<file path="src/design/mbfr_pkg.sv">
// Shared constants, codes and helpers for the MSB-first bit-field reader.
package mbfr_pkg;

    localparam int MAX_FIELD_BITS = 32;
    localparam int BUFFER_BITS    = 64;
    localparam int WORD_BITS      = 32;
    localparam int BYTE_BITS      = 8;
    localparam int COUNT_W        = 6;
    localparam int HELD_W         = $clog2(BUFFER_BITS + 1);

    typedef enum logic [1:0] {
        FN_PUSH  = 2'd0,
        FN_READ  = 2'd1,
        FN_ALIGN = 2'd2,
        FN_NONE  = 2'd3
    } func_t;

    typedef enum logic [1:0] {
        ST_OK    = 2'd0,
        ST_SHORT = 2'd1,
        ST_FULL  = 2'd2,
        ST_ZERO  = 2'd3
    } status_t;

    // Ones in the low n bits; n equal to BUFFER_BITS gives all ones.
    function automatic logic [BUFFER_BITS-1:0] low_mask(input logic [HELD_W-1:0] n);
        low_mask = ~({BUFFER_BITS{1'b1}} << n);
    endfunction

endpackage

</file>
<file path="src/design/msb_first_bit_field_reader_top.sv">
// MSB-first bit-field reader: bit buffer, input register and result register.
//
// Input channel (in_valid/in_stall): func, word, count. func selects a push of a
// source word, a read of count bits (1 to 32, larger counts saturate to 32), or
// an align that drops the unread rest of the partly used source word.
// Output channel (out_valid/out_stall): one item per input item with field
// (bits read, right-aligned, first bit most significant), status and bits_held.
// Config channel (cfg_valid/cfg_ready/cfg_data): byte_mode, 1 selects 8-bit
// source words; write it only while the block is idle.
// Pipeline: two register stages, the input register, then the shift/mask step
// into the result register. Throughput: 1 item per cycle while the receiver
// does not stall, set by the single shift/mask step on the 64-bit buffer.
// Reset clears the buffer, its count, byte_mode and both valid flags.
// When the receiver stalls, the result register holds; the input register
// takes one more item only if it is empty, then in_stall rises until the result moves.
// Failed reads, zero-width reads and pushes into a full buffer change nothing.
module msb_first_bit_field_reader_top (
    input  logic                           clk,
    input  logic                           rst_n,
    input  logic                           in_valid,
    output logic                           in_stall,
    input  logic [1:0]                     func,
    input  logic [mbfr_pkg::WORD_BITS-1:0] word,
    input  logic [mbfr_pkg::COUNT_W-1:0]   count,
    output logic                           out_valid,
    input  logic                           out_stall,
    output logic [mbfr_pkg::MAX_FIELD_BITS-1:0] field,
    output logic [1:0]                     status,
    output logic [mbfr_pkg::HELD_W-1:0]    bits_held,
    input  logic                           cfg_valid,
    output logic                           cfg_ready,
    input  logic                           cfg_data
);
    import mbfr_pkg::*;

    logic                      byte_mode_reg;
    logic                      s1_vld_reg;
    logic [1:0]                s1_func_reg;
    logic [WORD_BITS-1:0]      s1_word_reg;
    logic [COUNT_W-1:0]        s1_count_reg;
    logic [BUFFER_BITS-1:0]    buf_reg, buf_next;
    logic [HELD_W-1:0]         cnt_reg, cnt_next;
    logic                      out_vld_reg;
    logic [MAX_FIELD_BITS-1:0] field_reg, field_next;
    status_t                   status_reg, status_next;
    logic [HELD_W-1:0]         held_reg;

    logic                      advance;
    logic                      s1_take;
    logic [HELD_W:0]           push_sum;
    logic [COUNT_W-1:0]        rd_cnt;
    logic [HELD_W-1:0]         rd_rest;
    logic [HELD_W-1:0]         al_cnt;
    logic [BUFFER_BITS-1:0]    push_buf;
    logic [BUFFER_BITS-1:0]    rd_shift;
    logic [BUFFER_BITS-1:0]    rd_mask;

    assign advance   = !(out_vld_reg && out_stall);
    assign s1_take   = s1_vld_reg && advance;
    assign in_stall  = s1_vld_reg && !advance;
    assign cfg_ready = 1'b1;

    assign out_valid = out_vld_reg;
    assign field     = field_reg;
    assign status    = status_reg;
    assign bits_held = held_reg;

    always_comb
    begin
        push_sum = {1'b0, cnt_reg} + (byte_mode_reg ? (HELD_W+1)'(BYTE_BITS)
                                                    : (HELD_W+1)'(WORD_BITS));
        push_buf = byte_mode_reg
                 ? ((buf_reg << BYTE_BITS) | BUFFER_BITS'(s1_word_reg[BYTE_BITS-1:0]))
                 : ((buf_reg << WORD_BITS) | BUFFER_BITS'(s1_word_reg));
        rd_cnt   = (s1_count_reg > COUNT_W'(MAX_FIELD_BITS)) ? COUNT_W'(MAX_FIELD_BITS)
                                                             : s1_count_reg;
        rd_rest  = cnt_reg - HELD_W'(rd_cnt);
        rd_shift = buf_reg >> rd_rest;
        rd_mask  = low_mask(HELD_W'(rd_cnt));
        al_cnt   = byte_mode_reg ? {cnt_reg[HELD_W-1:3], 3'b000}
                                 : {cnt_reg[HELD_W-1:5], 5'b00000};

        buf_next    = buf_reg;
        cnt_next    = cnt_reg;
        field_next  = '0;
        status_next = ST_OK;

        case (func_t'(s1_func_reg))
            FN_PUSH:
            begin
                if (push_sum > (HELD_W+1)'(BUFFER_BITS))
                begin
                    status_next = ST_FULL;
                end
                else
                begin
                    buf_next = push_buf;
                    cnt_next = push_sum[HELD_W-1:0];
                end
            end
            FN_READ:
            begin
                if (rd_cnt == '0)
                begin
                    status_next = ST_ZERO;
                end
                else if (HELD_W'(rd_cnt) > cnt_reg)
                begin
                    status_next = ST_SHORT;
                end
                else
                begin
                    field_next = rd_shift[MAX_FIELD_BITS-1:0] & rd_mask[MAX_FIELD_BITS-1:0];
                    cnt_next   = rd_rest;
                    buf_next   = buf_reg & low_mask(rd_rest);
                end
            end
            FN_ALIGN:
            begin
                cnt_next = al_cnt;
                buf_next = buf_reg & low_mask(al_cnt);
            end
            FN_NONE:
            begin
                status_next = ST_OK;
            end
            default:
            begin
                status_next = ST_OK;
            end
        endcase
    end

    always_ff @(posedge clk or negedge rst_n)
    begin
        if (!rst_n)
        begin
            byte_mode_reg <= 1'b0;
            s1_vld_reg    <= 1'b0;
            out_vld_reg   <= 1'b0;
            buf_reg       <= '0;
            cnt_reg       <= '0;
        end
        else
        begin
            if (cfg_valid && cfg_ready)
            begin
                byte_mode_reg <= cfg_data;
            end
            if (!in_stall)
            begin
                s1_vld_reg <= in_valid;
            end
            if (advance)
            begin
                out_vld_reg <= s1_vld_reg;
            end
            if (s1_take)
            begin
                buf_reg <= buf_next;
                cnt_reg <= cnt_next;
            end
        end
    end

    always_ff @(posedge clk)
    begin
        if (in_valid && !in_stall)
        begin
            s1_func_reg  <= func;
            s1_word_reg  <= word;
            s1_count_reg <= count;
        end
        if (s1_take)
        begin
            field_reg  <= field_next;
            status_reg <= status_next;
            held_reg   <= cnt_next;
        end
    end

    a_held_range: assert property (@(posedge clk) disable iff (!rst_n)
        cnt_reg <= HELD_W'(BUFFER_BITS))
        else $error("bit count above buffer size");

    a_field_zero: assert property (@(posedge clk) disable iff (!rst_n)
        out_vld_reg && status_reg != ST_OK |-> field_reg == '0)
        else $error("nonzero field on failed item");

    a_full_status: assert property (@(posedge clk) disable iff (!rst_n)
        out_vld_reg && status_reg == ST_FULL
            |-> held_reg > HELD_W'(BUFFER_BITS - WORD_BITS))
        else $error("full status with room in buffer");

    a_stall_cause: assert property (@(posedge clk) disable iff (!rst_n)
        in_stall |-> out_vld_reg && s1_vld_reg)
        else $error("input stalled with free result register");

    a_held_tracks: assert property (@(posedge clk) disable iff (!rst_n)
        s1_take |=> held_reg == cnt_reg)
        else $error("reported count differs from buffer count");

endmodule
</file>
<file path="config.mk">
export PLATFORM = sky130hd
export DESIGN_NAME = msb_first_bit_field_reader_top
export DESIGN_NICKNAME = d
export VERILOG_FILES = /design/src/design/mbfr_pkg.sv /design/src/design/msb_first_bit_field_reader_top.sv
export SDC_FILE = /design/constraint.sdc
export NUM_CORES = 1
export LEC_CHECK = 0
export ABC_AREA = 1
export BUFFER_PORTS_ARGS = -buffer_cell sky130_fd_sc_hd__clkbuf_2
export CAP_MARGIN = 20
export CORE_MARGIN = 5
export CORE_UTILIZATION = 62
export CTS_BUF_LIST = sky130_fd_sc_hd__clkbuf_4 sky130_fd_sc_hd__clkbuf_8 sky130_fd_sc_hd__clkbuf_16
export CTS_CLUSTER_SIZE = 20
export DETAILED_ROUTE_END_ITERATION = 6
export PLACE_DENSITY_LB_ADDON = 0.25
export SYNTH_ARGS = -nofsm -noshare
export SYNTH_HDL_FRONTEND = slang
export SYNTH_SLANG_ARGS = --single-unit
</file>
<file path="constraint.sdc">
create_clock -name clk -period 4.5 [get_ports clk]
set_input_delay 0.9 -clock clk [delete_from_list [all_inputs] [get_ports clk]]
set_output_delay 0.9 -clock clk [all_outputs]
set_load 0.01 [all_outputs]
</file>
* Yosys cells after proc, flatten, opt, wreduce, memory -nomap -nowiden
Cells that the tools add are included.
Widths: inputs -> output; s select.
** Word-level totals
- Register bits :: 155
** Operators by class
- Bitwise operators :: 9
- Magnitude comparators :: 3
- Multiplexer cells :: 16
- Add/subtract/negate cells :: 2
- Shifts and indexed selects :: 4
- Eq/ne operators :: 5
- Reductions and logical operators :: 11
** Operators with widths (number)
- $mux 64 :: 4
- $pmux 64 s3 :: 1
- $and 64x64->64 :: 2
- $not 64->64 :: 2
- $shl 64x7->64 const A :: 2
- $or 64x32->64 :: 1
- $or 64x8->64 :: 1
- $shl 64x6->32 const A :: 1
- $shr 64x7->32 :: 1
- $and 32x32->32 :: 1
- $not 32->32 :: 1
- $mux 7 :: 3
- $pmux 7 s3 :: 1
- $mux 6 :: 2
- $add 7x6->8 :: 1
- $gt 8x7->1 const B :: 1
- $gt 6x7->1 :: 1
- $sub 7x6->7 :: 1
- $gt 6x6->1 const B :: 1
- $logic_not 6->1 :: 1
- $ne 2x2->1 const B :: 3
- $mux 5 :: 1
- $reduce_and 5->1 :: 1
- $logic_and 1x1->1 :: 4
- 10 further kinds :: 12

* Logic depth before layout (Yosys ltp)
- Depth in word-level cells :: 9
- Gate-level depth with buffers :: 22

* Worst setup path before layout
Ideal clock, no wire load.
- Path type :: reg-to-reg
- Start point :: register s1_count_reg[0]
- End point :: register field_reg[1], in the netlist field[1] (data pin)
- Slack :: 1360 ps
- Arrival time :: 2883 ps
- Cell stages (with the launch flop) :: 20
- Required time :: 4243 ps
- Library setup time :: 257 ps
- Path buffers :: 2
- Cell sequence :: edfxtp_1 nor2_1 nand2_1 o21ai_1 inv_1 nor2_1 ha_1 inv_1 fa_1 buf_2 buf_1 o211ai_1 nand3_1 nand2_1 nand2_1 nand3_1 nand2_1 nand2_1 nand2_1 nor2_1
** Between the ends
- Longest elaborated chain between the ends :: 5
- Elaborated cells on any way between the ends :: 10
- Those cells by class :: add/sub (1); order compare (2); shift (2); mux (1); bitwise (2); reduce/logical (2)
** Ends and longest elaborated chain
- from (decl) :: RTL line msb_first_bit_field_reader_top.sv:40 : logic [COUNT_W-1:0] s1_count_reg;
- from (signal assigned) :: RTL line msb_first_bit_field_reader_top.sv:172 : s1_count_reg <= count;
- $gt 6x6->1 :: RTL line msb_first_bit_field_reader_top.sv:75 : rd_cnt = (s1_count_reg > COUNT_W'(MAX_FIELD_BITS)) ? COUNT_W'(MAX_FIELD_BITS)
- $mux 6 * :: RTL line msb_first_bit_field_reader_top.sv:75
- $sub 7x6->7 / $shl 64x6->32 (equally long branches) :: RTL line msb_first_bit_field_reader_top.sv:77, mbfr_pkg.sv:27
- $shr 64x7->32 / $not 32->32 (equally long branches) :: RTL line msb_first_bit_field_reader_top.sv:78, mbfr_pkg.sv:27
- $and 32x32->32 :: RTL line msb_first_bit_field_reader_top.sv:113 : field_next = rd_shift[MAX_FIELD_BITS-1:0] & rd_mask[MAX_FIELD_BITS-1:0];
- to (signal assigned) :: RTL line msb_first_bit_field_reader_top.sv:176 : field_reg <= field_next;
- to (decl) :: RTL line msb_first_bit_field_reader_top.sv:44 : logic [MAX_FIELD_BITS-1:0] field_reg, field_next;
Every way passes the cells marked *; elsewhere a longest branch is shown, timed or not.
A chain may end at the register's enable or synchronous reset.

* Final worst setup path
- Start point :: register s1_count_reg[0]
- End point :: register field_reg[0], in the netlist field[0] (data pin)
The elaborated chain is that of the path after synthesis.

==> flow_metrics.tcl <==
set metrics [dict create \
    postCtsSetupBuffers 0 \
    ys_seq_elements 155 \
    syn_to_final_growth_pct 9.81 \
    cts.hold.buffers_added 0 \
    async_flop_share_pct 47.7 \
    period_share_pct 90.8 \
    crit_path_max_fanout 65 \
    cts_tree "done" \
    vias_per_cell 6.30 \
    layout-drive-gt1-share_pct 10.1 \
    num_antenna_cells 0 \
    post_cts_resized 0 \
    die_y_um 150 \
    clkSinkCount 155 \
    min_period_ns 4.09 \
    drt_wl_total_mm 44.9 \
    clock_latency_ns 0.44 \
    relSlewSlack_pct 36.7 \
    status "finished with violations" \
    cts_buffers 17 \
    root_buffer "clkbuf_16" \
    wire_per_inst_um 20.3 \
    crit_type "flop to flop" \
    slew_viol_final 0 \
    num-nets-final 1990 \
    fp.dieW_um 150 \
    start_util_pct 62.6 \
    drv_cap 0 \
    cts_max_level 4 \
    synth_edf_count 81 \
    grt_max_degree 92 \
    place_area_um2 12700 \
    avgSynthCellArea_um2 6.40 \
    first_pass_iters 7 \
    final_cell_mix "nand2_1 (735), nand3_1 (436), o21ai_0 (124)" \
    io_pins 90 \
    grt_pass1_wl_mm 69.3 \
    synth-seq-area-share_pct 35.3 \
    final_common_cell "nand2_1" \
    io_buffers 88 \
    final_area_um2 13300 \
    grt_setup_unrepaired "no" \
    largest_register_ffs 64 \
    num_vias 13900 \
    yosys_warnings 0 \
    rows 51 \
    crit_arrival_ns 4.27 \
    grt_antenna_before_repair 0 \
    dp_hpwl_mm 33.0 \
    drtIter0Drc 2345 \
    fin_tns_setup_ns 0 \
    gr-total-overflow 0 \
    drc 19 \
    gr-usage-all-layers_pct 40.1 \
    clk_path_buf_depth 2 \
    synth_nets 1959 \
    clk_pin_slew_ns 0.08 \
    drtAntennaViolNets 0 \
    hp-class "flop to flop" \
    coreArea_um2 19400 \
    cp-start-kind "flop" \
    dieArea_um2 22500 \
    syn_inst 1898 \
    first_global_vias 12700 \
    n_fill_cell 1763 \
    synth.distinct_cells 42 \
    setup_violations 0 \
    place_congestion 1.07 \
    finClkSkew_ns 0.0146 \
    end_kind "flop" \
    worst_pin_slew_ns 0.950 \
    max_freq_ghz 0.245 \
    hold_viol 0 \
    syn_area_um2 12100 \
    worstPathRequired_ns 4.68 \
    synth_ff_type "edfxtp_1" \
    violations "design-rule violations" \
]
[through the flow]
step                util, %  hold WS, ns  instances  setup slack [ns]
detailed placement     65.5        0.461       2175             0.499
global route           68.7        0.513       2207             0.103
CTS                    68.7        0.480       2207             0.488
global placement       65.5        0.459       2175             0.601
floorplan                 -        0.434       1898              1.36
finish                 68.7        0.476       2207             0.413
[cell families (layout without fill, tap and decap cells)]
family / Yosys count / after routing / share of synthesized area [%]
AND/OR/NAND/NOR: 1299 / 1299 / 45.8
buffers and inverters: 227 / 271 / 8.23
AO/OA/AOI/OAI: 194 / 194 / 8.42
flip-flops: 155 / 155 / 35.3
adder cells (fa/ha/maj): 15 / 15 / 1.61
multiplexers: 4 / 4 / 0.330
XOR/XNOR: 3 / 3 / 0.278
other: 1 / 1 / 0.0309
[final timing paths]
path	from	end	slack (ns)	cells past startpoint
worst min register to register	buf_reg[19]	buf_reg[19]	0.48	2
worst max register to register	s1_count_reg[0]	field[0]	0.41	16
min in group asynchronous	rst_n	buf_reg[30]	0.50	1
worst min-delay path	buf_reg[19]	buf_reg[19]	0.48	2
worst max-delay path	s1_count_reg[0]	field[0]	0.41	16
max in group asynchronous	rst_n	cnt_reg[2]	3.14	2
[cells in the mapped netlist (3+ instances only)]
master | instances | area [um^2]
nand2_1 | 737 | 2770
nand3_1 | 436 | 2180
o21ai_0 | 124 | 621
inv_1 | 104 | 390
nor2_1 | 90 | 338
edfxtp_1 | 81 | 2430
dfrtp_1 | 74 | 1850
buf_2 | 49 | 245
clkbuf_1 | 39 | 146
a21oi_1 | 29 | 145
o21ai_1 | 18 | 90.1
ha_1 | 14 | 175
o211ai_1 | 12 | 90.1
buf_1 | 10 | 37.5
nand4_1 | 9 | 56.3
buf_4 | 8 | 60.1
buf_6 | 7 | 78.8
inv_2 | 6 | 22.5
nand2_2 | 5 | 31.3
mux2i_1 | 4 | 40.0
nor2_2 | 4 | 25.0
nor2_4 | 4 | 45.0
o22ai_1 | 4 | 25.0
or2_2 | 4 | 25.0
a31oi_1 | 3 | 18.8
[critical path: stages, from the launching register on]
cell and delay, ns:
edfxtp_1 0.45, nor2_1 0.34, nand2_1 0.09, o21ai_1 0.23, inv_1 0.07, nor2_1 0.13, ha_2 0.18, inv_1 0.06
fa_2 0.55, buf_4 0.55, nor2_1 0.36, nand2_1 0.20, nand4_1 0.10, nand3_1 0.12, nand3_1 0.09, a21oi_1 0.19
nor2_1 0.10
[per-layer routing]
layer  track usage, %  share of wire [%]  vias up
li1                 -                  -     6343
met1             52.9                 37     6208
met2             60.8                 43     1134
met3             11.0                 14      214
met4             20.1                6.0        2
met5             1.59               0.10        -
[layout make-up]
class	count	area (um^2)	share of cell area, %
clock buffer	17	425	3.19
clock inverter	15	204	1.53
inverter	113	427	3.20
multi-input combinational	1516	6880	51.6
sequential	155	4280	32.1
tap	265	332	2.49
timing repair buffer	126	778	5.84
Power is left out: the tool's default activity adds up to more than one toggle a clock period on the data nets, which glitch-free logic cannot reach.
